`config.mk`:
```
export PLATFORM = sky130hd
export DESIGN_NAME = rmm_decode
export DESIGN_NICKNAME = d
export VERILOG_FILES = /design/src/sv/rmm_pkg.sv /design/src/sv/rmm_decode.sv
export SDC_FILE = /design/constraint.sdc
export NUM_CORES = 1
export LEC_CHECK = 0
export ABC_AREA = 1
export ABC_CLOCK_PERIOD_IN_PS = 7100
export BUFFER_PORTS_ARGS = -buffer_cell sky130_fd_sc_hd__buf_2
export CORE_MARGIN = 8
export CORE_UTILIZATION = 27
export CTS_CLUSTER_DIAMETER = 80
export DETAILED_ROUTE_END_ITERATION = 10
export PLACE_DENSITY_LB_ADDON = 0.3
export SYNTH_ARGS = -nofsm -noshare
export SYNTH_HDL_FRONTEND = slang
export SYNTH_SLANG_ARGS = --single-unit
```
`constraint.sdc`:
```
create_clock -name clock -period 7.1 [get_ports clock]
set_input_delay 2.13 -clock clock [delete_from_list [all_inputs] [get_ports clock]]
set_output_delay 2.13 -clock clock [all_outputs]
set_load 0.005 [all_outputs]
```
`src/sv/rmm_pkg.sv`:
```
// Shared types, constants and helpers for the region mapped memory.
// Used by the decoder, the top level and the port checker; no dependencies.
`default_nettype none

package rmm_pkg;

   localparam int REGION_COUNT = 4;
   localparam int REGION_BYTES = 4096;

   localparam int ADDR_W    = 32;
   localparam int DATA_W    = 32;
   localparam int LEN_W     = 13;
   localparam int SIZE_W    = 2;
   localparam int CSR_IDX_W = 3;

   localparam int REGION_W    = (REGION_COUNT > 1) ? $clog2(REGION_COUNT) : 1;
   localparam int REL_W       = $clog2(REGION_BYTES + 1);
   localparam int CMP_W       = ((REL_W > LEN_W) ? REL_W : LEN_W) + 1;
   localparam int TOTAL_BYTES = REGION_COUNT * REGION_BYTES;
   localparam int GADDR_W     = $clog2(TOTAL_BYTES);
   localparam int LANES       = 4;
   localparam int ROWS        = (TOTAL_BYTES + LANES - 1) / LANES;
   localparam int ROW_W       = (ROWS > 1) ? $clog2(ROWS) : 1;

   // register map: bases first, lengths after
   localparam logic [CSR_IDX_W-1:0] REG_BASE_A   = 3'd0;
   localparam logic [CSR_IDX_W-1:0] REG_LENGTH_A = 3'd4;

   localparam logic OP_READ  = 1'b0;
   localparam logic OP_WRITE = 1'b1;

   localparam logic [SIZE_W-1:0] SIZE_BYTE = 2'd0;
   localparam logic [SIZE_W-1:0] SIZE_HALF = 2'd1;

   typedef enum logic [1:0] {
      STATUS_OK           = 2'd0,
      STATUS_UNMAPPED     = 2'd1,
      STATUS_OUT_OF_RANGE = 2'd2
   } status_type;

   typedef enum logic [2:0] {
      ST_CLEAR,
      ST_IDLE,
      ST_OFFSET,
      ST_CHECK,
      ST_ACCESS,
      ST_RESP
   } state_type;

   typedef struct packed {
      logic offset_en;
      logic check_en;
   } dec_ctrl_type;

   typedef struct packed {
      status_type           status;
      logic [GADDR_W-1:0]   gaddr;
   } dec_result_type;

   // byte count of an access; the unused code counts as a word
   function automatic logic [2:0] size_bytes(input logic [SIZE_W-1:0] code);
      logic [2:0] nb;
      case (code)
         SIZE_BYTE: nb = 3'd1;
         SIZE_HALF: nb = 3'd2;
         default:   nb = 3'd4;
      endcase
      return nb;
   endfunction

endpackage

`default_nettype wire

```
`src/sv/rmm_decode.sv`:
```
// Region map registers and the two-stage address decoder.
// Depends on rmm_pkg for widths, status codes and the control and result structs.
`default_nettype none

module rmm_decode
   import rmm_pkg::*;
(
   input  wire logic                 clock,
   input  wire logic                 reset,
   input  wire logic                 csr_wr_en,
   input  wire logic [CSR_IDX_W-1:0] csr_index,
   input  wire logic [DATA_W-1:0]    csr_data,
   input  wire logic [ADDR_W-1:0]    byte_address,
   input  wire logic [SIZE_W-1:0]    size_code,
   input  wire dec_ctrl_type         ctrl,
   output dec_result_type            result
);

   logic [ADDR_W-1:0] base_ff [REGION_COUNT];
   logic [LEN_W-1:0]  len_ff  [REGION_COUNT];

   logic [REL_W-1:0]  rel_ff  [REGION_COUNT];
   logic [REL_W-1:0]  rel_in  [REGION_COUNT];
   logic              cand_ff [REGION_COUNT];
   logic              cand_in [REGION_COUNT];

   dec_result_type    result_ff;
   dec_result_type    result_in;

   // region map registers
   always_ff @(posedge clock) begin
      if (reset) begin
         for (int i = 0; i < REGION_COUNT; i++) begin
            base_ff[i] <= '0;
            len_ff[i]  <= '0;
         end
      end else if (csr_wr_en) begin
         for (int i = 0; i < REGION_COUNT; i++) begin
            if (csr_index == REG_BASE_A + CSR_IDX_W'(i)) begin
               base_ff[i] <= csr_data;
            end
            if (csr_index == REG_LENGTH_A + CSR_IDX_W'(i)) begin
               len_ff[i] <= csr_data[LEN_W-1:0];
            end
         end
      end
   end

   // stage one: offset into every region, saturated at the bank size
   always_comb begin
      logic [ADDR_W:0] diff;
      for (int i = 0; i < REGION_COUNT; i++) begin
         diff       = {1'b0, byte_address} - {1'b0, base_ff[i]};
         cand_in[i] = (len_ff[i] != '0) && !diff[ADDR_W];
         rel_in[i]  = (diff[ADDR_W-1:0] >= ADDR_W'(REGION_BYTES)) ?
                      REL_W'(REGION_BYTES) : REL_W'(diff[ADDR_W-1:0]);
      end
   end

   // stage two: greatest base is smallest offset; strict compare keeps lowest index
   always_comb begin
      logic                found;
      logic [REGION_W-1:0] best_idx;
      logic [REL_W-1:0]    best_rel;
      logic [LEN_W-1:0]    best_len;
      logic [CMP_W-1:0]    eff_len;
      logic [CMP_W-1:0]    end_off;
      found    = 1'b0;
      best_idx = '0;
      best_rel = '0;
      best_len = '0;
      for (int i = 0; i < REGION_COUNT; i++) begin
         if (cand_ff[i] && (!found || rel_ff[i] < best_rel)) begin
            found    = 1'b1;
            best_idx = REGION_W'(i);
            best_rel = rel_ff[i];
            best_len = len_ff[i];
         end
      end
      eff_len = (CMP_W'(best_len) > CMP_W'(REGION_BYTES)) ?
                CMP_W'(REGION_BYTES) : CMP_W'(best_len);
      end_off = CMP_W'(best_rel) + CMP_W'(size_bytes(size_code));
      if (!found || CMP_W'(best_rel) >= eff_len) begin
         result_in.status = STATUS_UNMAPPED;
      end else if (end_off > eff_len) begin
         result_in.status = STATUS_OUT_OF_RANGE;
      end else begin
         result_in.status = STATUS_OK;
      end
      result_in.gaddr = GADDR_W'(best_idx) * GADDR_W'(REGION_BYTES) + GADDR_W'(best_rel);
   end

   always_ff @(posedge clock) begin
      if (ctrl.offset_en) begin
         for (int i = 0; i < REGION_COUNT; i++) begin
            rel_ff[i]  <= rel_in[i];
            cand_ff[i] <= cand_in[i];
         end
      end
      if (ctrl.check_en) begin
         result_ff <= result_in;
      end
   end

   assign result = result_ff;

endmodule

`default_nettype wire

```
==> results.json, run 1 <==
{
  "critical_path.startpoint_type": "flop",
  "critical-path-slowest-cell": "edfxtp_1",
  "p_sw_mw": 1.77,
  "place_ws_ps": -351,
  "cts_buffers": 30,
  "max_stage_delay_ps": 430,
  "antenna_left": 0,
  "internal_power_mw": 3.44,
  "yosys-top-cells-count": "349 x nand2_1, 328 x inv_1, 328 x nor2_1",
  "comb_power_share": 0.345,
  "crit_path_start": "cand_ff[0]",
  "synth-main-ff-cell": "edfxtp_1",
  "worstMarginPinSlew_ps": 865,
  "placedCellCount": 3181,
  "yosys_warnings": 0,
  "areaGrowthSynthToFinish_pct": 22.3,
  "max_freq_ghz": 0.137,
  "drt-total-wl_um": 59900,
  "required_ps": 7550,
  "setup_viol": 1,
  "cp.arrival_ps": 7770,
  "firstDrtPassIters": 5,
  "ctsLongestPathBuffers": 3,
  "path_buf_inv": 25,
  "peakVddDrop_mv": 0.158,
  "nNetsFinal": 2692,
  "pwr-share-seq": 0.344,
  "grt.total_usage": 0.148,
  "post-dp-hpwl_um": 45300,
  "drc": 0,
  "p_clk_frac": 0.310,
  "io_pins": 90,
  "vias": 15789,
  "hold_viol": 0,
  "synth_nets": 2471,
  "setup_tns_ps": -225,
  "grt_antenna_before_repair": 4,
  "grt_max_degree": 57,
  "via_per_inst": 4.75,
  "synth_edf_count": 252,
  "path_clk_slew_ps": 60,
  "cp_max_fo": 8,
  "start_util": 0.272,
  "synthesis.area_sq_um": 18600,
  "wire_per_inst_um": 18.0,
  "overflow": 0,
  "critPathTopFamily": "buffers and inverters",
  "cts-root-buf": "clkbuf_16",
  "placed_cell_area_sq_um": 20400,
  "async_reset_ff_frac": 0,
  "period_needed_ps": 7330,
  "die_area_sq_um": 77400,
  "die_w_um": 278,
  "finish.instance_area_sq_um": 22700,
  "gp_congestion": 0.888,
  "multiInputGateArea_sq_um": 10200,
  "synth_top_cell_by_area": "edfxtp_1",
  "layoutNonFillerInstCount": 3325,
  "timing.final.ws_setup_ps": -225,
  "max_cap_viol_count": 0,
  "synthCells": 2198,
  "rsz0062_at_grt": "yes",
  "powerDensity_nw_per_um2": 229,
  "io_buffers": 89,
  "min-delay-start": "base_ff[2][0]",
  "insertion_delay_ps": 590,
  "h-tree-depth": 1,
  "drv_slew": 0,
  "ys_seq_elements": 252,
  "ys_types": 56,
  "num_rows": 96,
  "criticalPathCategory": "flop to flop",
  "outcome": "complete, but fails checks",
  "synth_area_leaders": "edfxtp_1 41%, ha_1 13%, nand2_1 7.1%",
  "core_sq_um": 68300,
  "cts_tree": "yes",
  "ctsHoldBuffers": 0,
  "cpMostUsedCell": "buf_4",
  "grt_pass1_vias": 15723,
  "sw_frac_of_total": 0.339,
  "netlist.area_leader.share": 0.408,
  "regArea_sq_um": 7570,
  "violations": "setup timing",
  "cts_sinks": 252,
  "final_layout_size_suffix_gt1_frac": 0.188,
  "cp-end-kind": "flop",
  "drtIter0Drc": 1041,
  "yosysMostFrequentCell": "nand2_1",
  "synth.avg_cell_area_sq_um": 8.45,
  "fin_util": 0.332,
  "finClkSkew_ps": 26.5,
  "yosysSeqAreaShare": 0.408,
  "relSlewSlack": 0.423,
  "total_power_mw": 5.21,
  "fin_crit_sh": 1.03,
  "hold_ws_ps": 652,
  "die_h_um": 278,
  "grt_pass1_wl_um": 90000,
  "leakagePower_nw": 10.3,
  "timing.rr.start": "cand_ff[0]",
  "hp-class": "flop to flop",
  "fillers": 7034
}
layout by cell type (no fill, tap or decap), types with 6 or more instances in the layout:
cell type   count
a21boi_1       10
a21boi_2       16
a21o_1          7
a21oi_1       163
a21oi_2        14
buf_2          89
buf_4         129
buf_6           8
clkbuf_16      31
clkinvlp_4      6
edfxtp_1      252
ha_1          175
ha_4           16
inv_1         319
inv_2           8
nand2_1       318
nand2_2        44
nand2_4         9
nand3_1        47
nand3b_1        9
nand4_1        26
nor2_1        323
nor2_2          6
nor3_1         17
nor4_1         10
o211ai_1       10
o21a_1         14
o21ai_0        79
o21ai_1        40
o21ai_2        23
o21ai_4         6
or2_2           7
xnor2_1        51
xor2_1         63
layout make-up:
type,count,share of cell area
clock inverters,21,0.0116
repair buffers,228,0.0682
flip-flops and latches,252,0.333
clock buffers,34,0.0337
diodes,1,0.000110
multi-input cells,1578,0.449
inverters,329,0.0552
well taps,882,0.0486
final timing paths:
check	cells past startpoint	endpoint	slack [ps]
worst min register to register	2	rel_ff[2][0]	650
worst max register to register	56	result[15]	-230
worst max-delay path	56	result[15]	-230
worst min-delay path	2	rel_ff[2][0]	650
flip-flops by register name, summed over array words and instances (netlist names):
signal   count
base_ff    128
cand_ff      4
len_ff      52
rel_ff      52
result      16
routing by layer:
metal | up-vias | wire length (um) | global-route usage
li1 | 7854 | - | -
met5 | - | 27 | 0
met1 | 7462 | 27000 | 0.191
met2 | 374 | 28500 | 0.257
met3 | 95 | 2760 | 0.0212
met4 | 4 | 1580 | 0.0364
kinds of logic after synthesis:
logic type | after synthesis | share of synthesized area
adders and majority gates | 199 | 0.136
buffers and inverters | 370 | 0.0778
DFF | 252 | 0.408
xor gates and xnor gates | 115 | 0.0542
and+or+nand+nor | 842 | 0.192
AOI/OAI and AO/OA | 420 | 0.132
power groups by stage:
stage                     logic (mW)  registers (mW)  clock network [mW]
final                           1.80            1.79                1.62
after global routing            2.00            1.80                1.70
after detailed placement        1.52            1.82                   0
after CTS                       1.66            1.79                1.65
after global placement          1.50            1.82                   0
after floorplan                 1.08            1.81                   0
what timing repair did:
item,4_1_cts,5_1_grt
hold endpoints to repair,0,0
resized for setup,57,108
cloned,2,1
setup endpoints to repair,2,2
pin swaps,30,55
buffers inserted,67,18
worst register-to-register path: cells and delay by family (launching register included):
kind | cells | cell delay [ps]
flops | 1 | 430
compound gates | 11 | 1430
simple gates | 17 | 1500
buf+inv | 25 | 3050
fa+ha+maj | 3 | 780
(Power assumes the default switching activity.)
==> run 2, diff against run 1 <==
--- a/config.mk
+++ b/config.mk
@@ -5,13 +5,14 @@
 export SDC_FILE = /design/constraint.sdc
 export NUM_CORES = 1
 export LEC_CHECK = 0
-export ABC_AREA = 1
+export ABC_AREA = 0
 export ABC_CLOCK_PERIOD_IN_PS = 7100
 export BUFFER_PORTS_ARGS = -buffer_cell sky130_fd_sc_hd__buf_2
 export CORE_MARGIN = 8
-export CORE_UTILIZATION = 27
+export CORE_UTILIZATION = 29
 export CTS_CLUSTER_DIAMETER = 80
 export DETAILED_ROUTE_END_ITERATION = 10
+export GPL_TIMING_DRIVEN = 0
 export PLACE_DENSITY_LB_ADDON = 0.3
 export SYNTH_ARGS = -nofsm -noshare
 export SYNTH_HDL_FRONTEND = slang
==> results.json, run 2 <==
{
  "ys_types": 88,
  "worstMarginPinSlew_ps": 1320,
  "setup_tns_ps": -5400,
  "top_regs": "base_ff (128), len_ff (52), rel_ff (52)",
  "powerDensity_nw_per_um2": 223,
  "cts_sinks": 252,
  "final_layout_size_suffix_gt1_frac": 0.164,
  "drv_slew": 0,
  "overflow": 0,
  "place_ws_ps": -3810,
  "synth-main-ff-cell": "edfxtp_1",
  "grt_pass1_vias": 16895,
  "yosysMostFrequentCell": "edfxtp_1",
  "synth.avg_cell_area_sq_um": 9.29,
  "critical-path-slowest-cell": "or4_4",
  "critical_path.startpoint_type": "flop",
  "r2r-end": "result[0]",
  "cp.depth": 56,
  "setup_viol": 3,
  "finish.instance_area_sq_um": 24300,
  "relSlewSlack": 0.115,
  "cp_max_fo": 6,
  "hold-path-cell-count": 2,
  "placedCellCount": 3112,
  "reg2reg_slack_ps": -1990,
  "grt_pass1_wl_um": 102000,
  "synth_nets": 2412,
  "max_stage_delay_ps": 530,
  "cts_tree": "yes",
  "synthesis.area_sq_um": 19900,
  "rsz0062_at_grt": "yes",
  "largest_reg_flops": 128,
  "finClkSkew_ps": 38.2,
  "ctsHoldBuffers": 0,
  "drt-total-wl_um": 67900,
  "fin_crit_sh": 1.28,
  "firstDrtPassIters": 5,
  "critPathTopFamily": "buffers and inverters",
  "synth_edf_count": 252,
  "path_buf_inv": 32,
  "gp_congestion": 0.919,
  "yosysSeqAreaShare": 0.381,
  "cts-root-buf": "clkbuf_16",
  "hp-class": "flop to flop",
  "largest-register": "base_ff",
  "cts_buffers": 34,
  "io_buffers": 88,
  "final_common_cell": "edfxtp_1",
  "die_h_um": 278,
  "insertion_delay_ps": 560,
  "violations": "setup timing",
  "period_needed_ps": 9090,
  "hold_ws_ps": 690,
  "synth_area_leaders": "edfxtp_1 38%, ha_1 12%, and2_1 6.2%",
  "core_sq_um": 68200,
  "via_per_inst": 5.29,
  "io_pins": 90,
  "drtIter0Drc": 1370,
  "yosys_warnings": 0,
  "min-delay-start": "base_ff[2][0]",
  "hold_end": "rel_ff[2][0]",
  "regArea_sq_um": 7570,
  "max_cap_viol_count": 0,
  "peakVddDrop_mv": 0.179,
  "yosys-top-cells-count": "252 x edfxtp_1, 199 x inv_1, 196 x and2_1",
  "crit_path_start": "cand_ff[0]",
  "timing.final.ws_setup_ps": -1990,
  "synth_top_cell_by_area": "edfxtp_1",
  "max_freq_ghz": 0.110,
  "placed_cell_area_sq_um": 21800,
  "num_rows": 96,
  "netlist.area_leader.share": 0.381,
  "required_ps": 7410,
  "areaGrowthSynthToFinish_pct": 22.0,
  "synthCells": 2139,
  "timing.rr.start": "cand_ff[0]",
  "wire_per_inst_um": 20.9,
  "async_reset_ff_frac": 0,
  "leakagePower_nw": 10.1,
  "nNetsFinal": 2622,
  "antenna_left": 0,
  "cp.arrival_ps": 9400,
  "criticalPathCategory": "flop to flop",
  "rr_worst_depth": 56,
  "outcome": "complete, but fails checks",
  "fillers": 6878,
  "multiInputGateArea_sq_um": 12100,
  "die_w_um": 278,
  "grt_antenna_before_repair": 6,
  "layoutNonFillerInstCount": 3255,
  "post-dp-hpwl_um": 52700,
  "ys_seq_elements": 252,
  "total_power_mw": 5.41,
  "ctsLongestPathBuffers": 3,
  "fin_util": 0.356,
  "hold_viol": 0,
  "vias": 17224,
  "grt.total_usage": 0.171,
  "drc": 0,
  "die_area_sq_um": 77200,
  "cpMostUsedCell": "buf_4",
  "antennaDiodeCount": 0,
  "grt_max_degree": 57,
  "h-tree-depth": 2,
  "final_cell_mix": "252 x edfxtp_1, 196 x inv_1, 196 x and2_1",
  "path_clk_slew_ps": 60,
  "cp-end-kind": "flop",
  "start_util": 0.291
}
[run 2: cell types whose count changed after synthesis, sizes merged, moves of 32 or more]
cell / before / now
nand2: 372 / 140
nor2: 333 / 128
and2: 3 / 196
inv: 329 / 199
a21o: 7 / 80
o21ai: 148 / 100
nor3: 20 / 56
xor2: 63 / 29
nand2b: 0 / 32
[run 2: kinds of logic (layout without fill, tap and decap cells)]
group                      count (synthesis)  after routing  synth area share
AOI/OAI and AO/OA                        568            568             0.192
buffers and inverters                    260            494            0.0509
muxes                                     26             26            0.0133
DFF                                      252            252             0.381
xor gates and xnor gates                  60             60            0.0264
adders and majority gates                199            199             0.127
and+or+nand+nor                          774            774             0.209
[run 2: power breakdown]
| part | switching (mW) | internal [mW] | total [mW] |
|---|---|---|---|
| Combinational | 1.13 | 0.834 | 1.96 |
| Clock | 0.698 | 0.952 | 1.65 |
| Sequential | 0.0498 | 1.75 | 1.80 |
| Total | 1.87 | 3.54 | 5.41 |
[run 2: worst max path at each step]
stage,to
after detailed placement,result[15]
after floorplan,result[15]
after global routing,result[15]
final,result[0]
after CTS,result[15]
after global placement,result[15]
[run 2: worst reg2reg max path, delay by kind of cell, from the launching register on]
kind	cells	cell delay, ps
buffers and inverters	32	3950
AOI/OAI and AO/OA	10	1760
and+or+nand+nor	9	1350
adders and majority gates	3	890
muxes	2	540
DFF	1	380
[run 2: layout make-up]
| cell class | count | share of cell area |
|---|---|---|
| repair buffers | 175 | 0.0486 |
| clock buffers | 40 | 0.0369 |
| inverters | 199 | 0.0308 |
| well taps | 882 | 0.0455 |
| flip-flops and latches | 252 | 0.312 |
| clock inverters | 20 | 0.00686 |
| plain buffers | 60 | 0.0201 |
| multi-input cells | 1627 | 0.499 |
[run 2: repair_timing]
action                                  CTS  global route
endpoints found under the setup margin   16            14
gates cloned                              1             0
pin swaps                                42            38
gates resized for setup                  92            56
setup buffers                            65            20
[run 2: metal layers]
| metal | share of wire | global-route usage |
|---|---|---|
| met5 | 0.00032 | 0 |
| met4 | 0.038 | 0.0611 |
| met3 | 0.059 | 0.0375 |
| met2 | 0.46 | 0.284 |
| met1 | 0.44 | 0.216 |
