[src/sv/rmm_lane_ram.sv]
// One byte lane of the bank storage: single port, registered read data.
// Generic; no package dependencies.
`default_nettype none

module rmm_lane_ram #(
   parameter int DEPTH  = 16,
   parameter int ADDR_W = 4,
   parameter int DATA_W = 8
) (
   input  wire logic              clock,
   input  wire logic              wr_en,
   input  wire logic              rd_en,
   input  wire logic [ADDR_W-1:0] addr,
   input  wire logic [DATA_W-1:0] wr_data,
   output logic      [DATA_W-1:0] rd_data
);

   logic [DATA_W-1:0] mem [DEPTH];
   logic [DATA_W-1:0] rd_data_ff;

   always_ff @(posedge clock) begin
      if (wr_en) begin
         mem[addr] <= wr_data;
      end
      if (rd_en) begin
         rd_data_ff <= mem[addr];
      end
   end

   assign rd_data = rd_data_ff;

endmodule

`default_nettype wire

[config.mk]
export PLATFORM = sky130hd
export DESIGN_NAME = rmm_lane_ram
export DESIGN_NICKNAME = d
export VERILOG_FILES = /design/src/sv/rmm_lane_ram.sv
export SDC_FILE = /design/constraint.sdc
export NUM_CORES = 1
export LEC_CHECK = 0
export BUFFER_PORTS_ARGS = -buffer_cell sky130_fd_sc_hd__buf_4
export CAP_MARGIN = 25
export CORE_UTILIZATION = 35
export CTS_BUF_LIST = sky130_fd_sc_hd__clkbuf_4 sky130_fd_sc_hd__clkbuf_8
export DETAILED_ROUTE_END_ITERATION = 8
export PLACE_DENSITY = 0.57
export SKIP_CTS_REPAIR_TIMING = 1
export SYNTH_ARGS = -nofsm -noshare
export SYNTH_HDL_FRONTEND = slang
export SYNTH_SLANG_ARGS = --single-unit
export TNS_END_PERCENT = 100
[constraint.sdc]
create_clock -name clock -period 2.06 [get_ports clock]
set_input_delay 0.103 -clock clock [delete_from_list [all_inputs] [get_ports clock]]
set_output_delay 0.103 -clock clock [all_outputs]
set_load 0.05 [all_outputs]
==> flow_metrics.env, run 1 <==
export IMPL_critical_path_slowest_cell="mux4_2"
export IMPL_worstSkewPairLatency_ps=440
export IMPL_syn_area_per_cell_sq_um=22.38
export IMPL_portBuffers=22
export IMPL_grt_max_degree=28
export IMPL_finalSetupViolCount=0
export IMPL_ys_types=17
export IMPL_drc=0
export IMPL_critPathTopFamily="multiplexers"
export IMPL_wl_per_cell_um=20.66
export IMPL_syn_nets=245
export IMPL_syn_area_sq_um=5147
export IMPL_tns_ps=0
export IMPL_worstSetupEndpoint="rd_data[1]"
export IMPL_grt_pass1_wl_um=15300
export IMPL_start_kind="register"
export IMPL_diodes=0
export IMPL_drt_iter0_drc=260
export IMPL_p_seq_share_pct=51.6
export IMPL_synthToLayoutAreaGrowth_pct=21.22
export IMPL_worstSetupEndpointType="register"
export IMPL_totalPowerFinal_mw=6.061
export IMPL_cts_buffers=17
export IMPL_fin_crit_sh_pct=74.40
export IMPL_dp_hpwl_um=6681
export IMPL_root_buffer="clkbuf_8"
export IMPL_ff2ff_setup_slack_ps=530
export IMPL_crit_fanout=1
export IMPL_clockBufferDepth=2
export IMPL_drv_cap=0
export IMPL_vias=2464
export IMPL_drtPass1Iterations=4
export IMPL_hold_viol=0
export IMPL_synth_warnings=0
export IMPL_peakVddDrop_mv=0.3835
export IMPL_grtUsageMet2_pct=23.32
export IMPL_comb_power_share_pct=6.2
export IMPL_p_per_area_nw_per_um2=971.3
export IMPL_pre_cts_ws_ps=209.7
export IMPL_worst_path_buf_inv=0
export IMPL_dieArea_sq_um=15200
export IMPL_grt_pass1_vias=2555
export IMPL_grt_use_total_pct=14.61
export IMPL_clock_sinks=136
export IMPL_tightest_slew_ps=833.6
export IMPL_r2r_start="mem[3][1]"
export IMPL_p_switching_mw=1.171
export IMPL_slew_limit_headroom_pct=44.22
export IMPL_p_int_mw=4.890
export IMPL_reg2reg_depth=3
export IMPL_min_delay_path_class="in2reg"
export IMPL_crit_type="reg2reg"
export IMPL_fin_hold_ws_ps=250.2
export IMPL_period_needed_ps=1533
export IMPL_cp_required_ps=2240
export IMPL_drt_total_wl_um=9978
export IMPL_drive_gt1_share_pct=35.31
export IMPL_final_util_pct=44.27
export IMPL_clk_pin_slew_ps=70
export IMPL_drtAntennaViolNets=0
export IMPL_crit_chain="mux4_2 > a22oi_1 > nand2_1"
export IMPL_io_pins=23
export IMPL_core_sq_um=14100
export IMPL_drv_slew=0
export IMPL_initial_core_util_pct=36.52
export IMPL_synth_seq_cells=136
export IMPL_p_clk_share_pct=42.2
export IMPL_viasPerCell=5.101
export IMPL_p_sw_share_pct=19.32
export IMPL_grtUsageMet3_pct=3.921
export IMPL_ys_seq_area_share_pct=79.34
export IMPL_busiest_layer="met2"
export IMPL_use_met1_pct=18.61
export IMPL_status="finished clean"
export IMPL_r2r_end="rd_data[1]"
export IMPL_fin_skew_ps=8.334
export IMPL_gp_congestion=0.7312
export IMPL_leakage_nw=2.057
export IMPL_rsz0062_at_grt="no"
export IMPL_h_tree_depth=4
export IMPL_final_nets=306
export IMPL_max_stage_delay_ps=490
export IMPL_fill_cells=1217
export IMPL_die_height_um=123.3
export IMPL_startpoint="mem[3][1]"
export IMPL_synthCells=230
export IMPL_max_freq_ghz=0.6525
export IMPL_antenna_found_initial=0
export IMPL_path_depth=3
export IMPL_cp_arrival_ps=1710
export IMPL_grt_overflow_total=0
export IMPL_layout_setup_ws_ps=527.4
export IMPL_cts_tree="yes"
export IMPL_row_count=43
export IMPL_die_x_um=123.3
-- power by group through the flow --
| stage | clock [mW] | sequential (mW) | combinational (mW) |
|---|---|---|---|
| 6_report | 2.56 | 3.13 | 0.373 |
| 5_1_grt | 2.72 | 3.13 | 0.400 |
| 4_1_cts | 2.62 | 3.13 | 0.364 |
| 3_5_place_dp | 0 | 3.19 | 0.364 |
| 3_3_place_gp | 0 | 3.19 | 0.356 |
| 2_1_floorplan | 0 | 3.24 | 0.160 |
-- placed cells by master (no fill, tap or decap), types with 2 or more instances in the layout --
master / n
clkbuf_4: 5
nand2_1: 9
a22oi_1: 16
clkbuf_8: 17
nand2b_1: 2
buf_12: 3
nand3b_1: 2
edfxtp_1: 136
nor3_1: 4
bufinv_16: 6
nor2_1: 13
buf_4: 41
mux4_2: 32
nor2b_1: 2
dlygate4sd3_1: 9
-- area by class of cell --
class,instances,area (sq um),area share [%]
Clock inverter,9,197.7,3.168
Multi-Input combinational cell,83,1003,16.08
Tap cell,180,225.2,3.609
Clock buffer,22,271.5,4.351
Sequential cell,136,4084,65.45
Timing Repair Buffer,53,457.9,7.339
-- registers in the layout, summed over array words and instances, names as in the netlist --
name and flops:
rd_data 8, mem 128
-- tightest hold or removal path, cell delays in order --
cell and delay (ps):
buf_4 130, nand3_1 140, nor2_1 130
-- synthesized netlist by cell type --
cell type,count,area (sq um)
a22oi_1,16,120.1
and2_1,1,6.260
buf_1,4,15.01
buf_2,2,10.01
buf_6,2,22.52
clkbuf_1,2,7.510
clkbuf_2,1,5.000
edfxtp_1,136,4084
mux4_2,32,720.7
nand2_1,9,33.78
nand2b_1,2,12.51
nand3_1,1,5.000
nand3b_1,2,15.01
nor2_1,13,48.80
nor2b_1,2,12.51
nor3_1,4,20.02
or3b_2,1,8.760
-- metal layers --
layer	vias to the layer above	wire length (um)
li1	1087	-
met1	1306	4362
met2	55	5106
met3	16	310
met4	0	199
met5	-	0
-- through the flow --
stage               instances  area [sq um]
floorplan                 230          5147
global placement          443          5680
detailed placement        443          5680
CTS                       474          6150
global route              483          6240
finish                    483          6240
-- worst min path at each step --
stage / end / start / slack [ps] / cells past startpoint
2_1_floorplan: mem[0][0] / wr_data[0] / 200 / 0
3_3_place_gp: rd_data[3] / rd_en / 390 / 1
3_5_place_dp: rd_data[1] / rd_en / 390 / 1
4_1_cts: rd_data[1] / rd_en / -80 / 1
5_1_grt: mem[14][2] / wr_en / 260 / 3
6_report: mem[14][2] / wr_en / 250 / 3
-- cells by family after synthesis --
logic type / synth area share, %
mux: 14.00
flops: 79.34
compound gates: 2.334
simple gates: 3.160
buf+inv: 1.167
Power figures use the tool's default switching activity.
==> run 2, diff against run 1 <==
==> constraint.sdc (replaced) <==
create_clock -name clock -period 1.6 [get_ports clock]
set_input_delay 0.08 -clock clock [delete_from_list [all_inputs] [get_ports clock]]
set_output_delay 0.08 -clock clock [all_outputs]
set_load 0.05 [all_outputs]
==> run 2 against run 1 <==
Against the previous run:
- final cell count increased by 2.9%
- wire length up 2.5%
- sequential power grew 29%
- design area increased by 1.0%
- flip-flop and latch count unchanged
- power up 24%
- global-route usage shrank 0.15 points
- count of clock-buffer cells in the layout down 3
- highest routed layer unchanged
==> flow_metrics.env, run 2 (synthesis results as in run 1) <==
export IMPL_core_sq_um=14100
export IMPL_regMostFlops="mem"
export IMPL_grt_use_total_pct=14.46
export IMPL_totalPowerFinal_mw=7.543
export IMPL_final_nets=319
export IMPL_fin_crit_sh_pct=95.05
export IMPL_startpoint="mem[3][0]"
export IMPL_use_met1_pct=17.94
export IMPL_initial_core_util_pct=36.52
export IMPL_crit_type="reg2reg"
export IMPL_die_x_um=123.3
export IMPL_root_buffer="clkbuf_8"
export IMPL_finalSetupViolCount=0
export IMPL_r2r_end="rd_data[0]"
export IMPL_p_int_mw=5.951
export IMPL_final_common_cell="edfxtp_1"
export IMPL_critical_path_slowest_cell="mux4_2"
export IMPL_comb_power_share_pct=6.6
export IMPL_grt_pass1_wl_um=14990
export IMPL_p_seq_share_pct=53.4
export IMPL_row_count=43
export IMPL_portBuffers=22
export IMPL_vias=2531
export IMPL_crit_chain="mux4_2 > a22oi_2 > buf_4 > nand2_1"
export IMPL_start_kind="register"
export IMPL_path_depth=4
export IMPL_gp_congestion=0.7531
export IMPL_largest_register_ffs=128
export IMPL_dieArea_sq_um=15200
export IMPL_drv_slew=0
export IMPL_drtPass1Iterations=4
export IMPL_leakage_nw=2.105
export IMPL_status="finished clean"
export IMPL_p_clk_share_pct=40.0
export IMPL_reg2reg_depth=4
export IMPL_tns_ps=0
export IMPL_io_pins=23
export IMPL_clk_pin_slew_ps=80
export IMPL_grt_max_degree=20
export IMPL_p_sw_share_pct=21.11
export IMPL_drv_cap=0
export IMPL_drtAntennaViolNets=0
export IMPL_cts_buffers=17
export IMPL_ff2ff_setup_slack_ps=80
export IMPL_clockBufferDepth=2
export IMPL_wl_per_cell_um=20.59
export IMPL_h_tree_depth=4
export IMPL_grt_overflow_total=0
export IMPL_p_per_area_nw_per_um2=1197
export IMPL_clock_sinks=136
export IMPL_cts_tree="yes"
export IMPL_drc=0
export IMPL_dp_hpwl_um=6665
export IMPL_drive_gt1_share_pct=38.80
export IMPL_die_height_um=123.3
export IMPL_slew_limit_headroom_pct=50.91
export IMPL_worstSetupEndpoint="rd_data[0]"
export IMPL_diodes=0
export IMPL_grt_pass1_vias=2611
export IMPL_final_cell_mix="136 x edfxtp_1, 55 x buf_4, 32 x mux4_2, 17 x clkbuf_8, 14 x a22oi_1"
export IMPL_cp_arrival_ps=1690
export IMPL_max_stage_delay_ps=480
export IMPL_r2r_start="mem[3][0]"
export IMPL_drt_total_wl_um=10230
export IMPL_antenna_found_initial=0
export IMPL_period_needed_ps=1521
export IMPL_worst_path_buf_inv=1
export IMPL_grtUsageMet3_pct=3.875
export IMPL_p_switching_mw=1.593
export IMPL_busiest_layer="met2"
export IMPL_worstSetupEndpointType="register"
export IMPL_drt_iter0_drc=248
export IMPL_hold_viol=0
export IMPL_max_freq_ghz=0.6575
export IMPL_cp_required_ps=1770
export IMPL_viasPerCell=5.093
export IMPL_critPathTopFamily="multiplexers"
export IMPL_grtUsageMet2_pct=24.58
export IMPL_fin_skew_ps=6.702
export IMPL_synthToLayoutAreaGrowth_pct=22.44
export IMPL_peakVddDrop_mv=0.4835
export IMPL_worstSkewPairLatency_ps=420
export IMPL_tightest_slew_ps=734.9
export IMPL_rsz0062_at_grt="no"
export IMPL_crit_fanout=1
export IMPL_min_delay_path_class="in2reg"
export IMPL_fin_hold_ws_ps=3.332
-- run 2: changes by cell type in the layout (fill, tap and decap cells not counted) --
cell and delta:
buf_4 +14, a22oi_2 +2, clkinv_2 +2, inv_6 +1, bufinv_16 -2, clkinv_4 +2, dlygate4sd3_1 -1, a22oi_1 -2
clkbuf_4 -3, clkinv_1 +1
-- run 2: worst reg2reg max path: stages, from the launching register on --
cell      delay (ps)
edfxtp_1         360
mux4_2           480
a22oi_2          230
buf_4            150
nand2_1           50
-- run 2: final cells by class --
type                       count  area [sq um]
sequential                   136          4084
tap                          180         225.2
fill                        1236          7794
clock buffer                  19         249.0
multi-input combinational     83          1013
clock inverter                13         177.7
timing repair buffer          66         553.0
-- run 2: worst min path at each step --
stage	start	end	slack, ps	cells past startpoint
after floorplan	wr_data[0]	mem[0][0]	180	0
after global placement	rd_en	rd_data[4]	380	1
after detailed placement	rd_en	rd_data[4]	380	1
after CTS	rd_en	rd_data[4]	-70	1
after global routing	wr_data[4]	mem[14][4]	5	1
final	wr_data[4]	mem[3][4]	3	1
-- run 2: power groups by stage --
stage | Combinational (mW) | Sequential, mW | Clock (mW)
after detailed placement | 0.487 | 4.11 | 0
after global placement | 0.479 | 4.11 | 0
final | 0.499 | 4.03 | 3.02
after global routing | 0.537 | 4.03 | 3.21
after CTS | 0.488 | 4.03 | 3.07
after floorplan | 0.206 | 4.17 | 0
-- run 2: metal layers --
layer  vias to the layer above  routed length, um  share of wire, %
met5                         -                  0                 0
met4                         0                149               1.5
met3                        14                580               5.7
met2                        76               5344                52
met1                      1328               4158                41
li1                       1113                  -                 -
-- run 2: stage by stage --
stage          cell area, sq um  std cells  setup WS (ps)  util (%)
6_report                   6302        497          79.17     44.71
2_1_floorplan              5147        230          26.99         -
4_1_cts                    6212        489         -20.72     44.07
5_1_grt                    6302        497          22.18     44.71
3_3_place_gp               5786        457         -87.43     41.04
3_5_place_dp               5786        457         -84.39     41.04
==> run 3, diff against run 2 <==
--- a/config.mk
+++ b/config.mk
@@ -11,6 +11,7 @@
 export CTS_BUF_LIST = sky130_fd_sc_hd__clkbuf_4 sky130_fd_sc_hd__clkbuf_8
 export DETAILED_ROUTE_END_ITERATION = 8
 export PLACE_DENSITY = 0.57
+export SETUP_SLACK_MARGIN = 0.2
 export SKIP_CTS_REPAIR_TIMING = 1
 export SYNTH_ARGS = -nofsm -noshare
 export SYNTH_HDL_FRONTEND = slang
==> run 3 against run 2 <==
Against the previous run:
- critical path depth is 1 lower
- worst hold slack gained 210 ps
- power decreased by 3.0%
- wire length barely moved
- global-route usage rose by 0.91 points
- clock power fell by 8.9%
- critical endpoint is now rd_data[7]
- highest routed layer unchanged
==> flow_metrics.env, run 3 (synthesis results as in run 1) <==
export IMPL_crit_chain="mux4_2 > a22oi_2 > nand2_1"
export IMPL_comb_power_share_pct=7.3
export IMPL_cts_tree="yes"
export IMPL_final_cell_mix="136 x edfxtp_1, 49 x buf_4, 32 x mux4_2, 17 x clkbuf_8, 13 x a22oi_2"
export IMPL_fin_crit_sh_pct=88.63
export IMPL_worstSkewPairLatency_ps=430
export IMPL_crit_type="reg2reg"
export IMPL_dpl_cell_count=452
export IMPL_p_int_mw=5.800
export IMPL_ff2ff_setup_slack_ps=180
export IMPL_drv_cap=0
export IMPL_crit_fanout=1
export IMPL_row_count=43
export IMPL_fill_cells=1230
export IMPL_pre_cts_ws_ps=-98.69
export IMPL_grt_pass1_vias=2570
export IMPL_leakage_nw=2.075
export IMPL_regMostFlops="mem"
export IMPL_root_buffer="clkbuf_8"
export IMPL_seq_area_sq_um=4084
export IMPL_largest_register_ffs=128
export IMPL_fin_skew_ps=9.748
export IMPL_drtPass1Iterations=4
export IMPL_max_freq_ghz=0.7052
export IMPL_period_needed_ps=1418
export IMPL_final_nets=315
export IMPL_grt_max_degree=22
export IMPL_r2r_end="rd_data[7]"
export IMPL_antenna_found_initial=0
export IMPL_drt_total_wl_um=10220
export IMPL_clk_pin_slew_ps=70
export IMPL_grt_pass1_wl_um=15790
export IMPL_die_height_um=123.3
export IMPL_p_switching_mw=1.519
export IMPL_tightest_slew_ps=551.2
export IMPL_slew_limit_headroom_pct=63.21
export IMPL_cts_buffers=17
export IMPL_finalSetupViolCount=0
export IMPL_viasPerCell=4.976
export IMPL_h_tree_depth=4
export IMPL_gp_congestion=0.7630
export IMPL_diodes=0
export IMPL_totalPowerFinal_mw=7.319
export IMPL_postLayoutCellArea_sq_um=6324
export IMPL_p_clk_share_pct=37.6
export IMPL_tns_ps=0
export IMPL_multi_input_area_sq_um=1089
export IMPL_startpoint="mem[7][7]"
export IMPL_drc=0
export IMPL_cp_required_ps=1780
export IMPL_final_util_pct=44.86
export IMPL_io_pins=23
export IMPL_fin_hold_ws_ps=213.4
export IMPL_drtAntennaViolNets=0
export IMPL_p_seq_share_pct=55.1
export IMPL_peakVddDrop_mv=0.7614
export IMPL_drive_gt1_share_pct=43.27
export IMPL_status="finished clean"
export IMPL_cp_arrival_ps=1600
export IMPL_worstSetupEndpoint="rd_data[7]"
export IMPL_final_common_cell="edfxtp_1"
export IMPL_wl_per_cell_um=20.78
export IMPL_vias=2448
export IMPL_portBuffers=22
export IMPL_dieArea_sq_um=15200
export IMPL_grt_overflow_total=0
export IMPL_clockBufferDepth=2
export IMPL_instances_no_fill=492
export IMPL_initial_core_util_pct=36.52
export IMPL_p_sw_share_pct=20.75
export IMPL_drt_iter0_drc=189
export IMPL_r2r_start="mem[7][7]"
export IMPL_place_area_sq_um=5778
export IMPL_critical_path_slowest_cell="mux4_2"
export IMPL_dp_hpwl_um=6829
export IMPL_synthToLayoutAreaGrowth_pct=22.85
export IMPL_reg2reg_depth=3
export IMPL_clock_sinks=136
export IMPL_drv_slew=0
export IMPL_hold_viol=0
export IMPL_max_stage_delay_ps=530
export IMPL_layout_setup_ws_ps=181.9
export IMPL_min_delay_path_class="in2reg"
export IMPL_start_kind="register"
export IMPL_die_x_um=123.3
export IMPL_grt_use_total_pct=15.37
export IMPL_rsz0062_at_grt="yes"
export IMPL_core_sq_um=14100
export IMPL_p_per_area_nw_per_um2=1157
export IMPL_worstSetupEndpointType="register"
## run 3: changes by cell type in the layout (fill, tap and decap cells not counted), sizes merged
cell and delta:
buf -5, clkbuf +1, dlygate4sd3 +1, inv -1
bufinv -1
## run 3: critical path, delay by kind of cell (launching register included)
kind             cells  cell delay [ps]
multiplexers         1              530
flip-flops           1              350
AO/OA/AOI/OAI        1              210
AND/OR/NAND/NOR      1               90
## run 3: worst min-delay path by stage
stage / slack, ps / cells past startpoint / start / end
global route: 210 / 3 / addr[3] / mem[1][4]
global placement: 390 / 1 / rd_en / rd_data[2]
CTS: -80 / 1 / rd_en / rd_data[0]
finish: 210 / 3 / addr[3] / mem[1][2]
floorplan: 180 / 0 / wr_data[0] / mem[0][0]
detailed placement: 400 / 1 / rd_en / rd_data[4]
## run 3: power by group through the flow
stage	registers, mW	clock network [mW]	logic, mW
global route	4.04	2.96	0.576
CTS	4.03	2.82	0.502
finish	4.03	2.75	0.537
detailed placement	4.11	0	0.501
floorplan	4.17	0	0.209
global placement	4.11	0	0.497
## run 3: cell type report
cell class / instances / area share [%]
sequential: 136 / 64.58
clock inverter: 11 / 2.078
multi-input combinational: 83 / 17.21
tap: 180 / 3.562
clock buffer: 20 / 4.056
timing repair buffer: 62 / 8.508
## run 3: metal layers
metal | track usage (%) | up-vias | share of wire [%]
li1 | - | 1105 | -
met1 | 21.05 | 1284 | 46
met2 | 23.15 | 57 | 49
met3 | 4.935 | 2 | 5.1
met4 | 5.346 | 0 | 0.24
met5 | 0 | - | 0
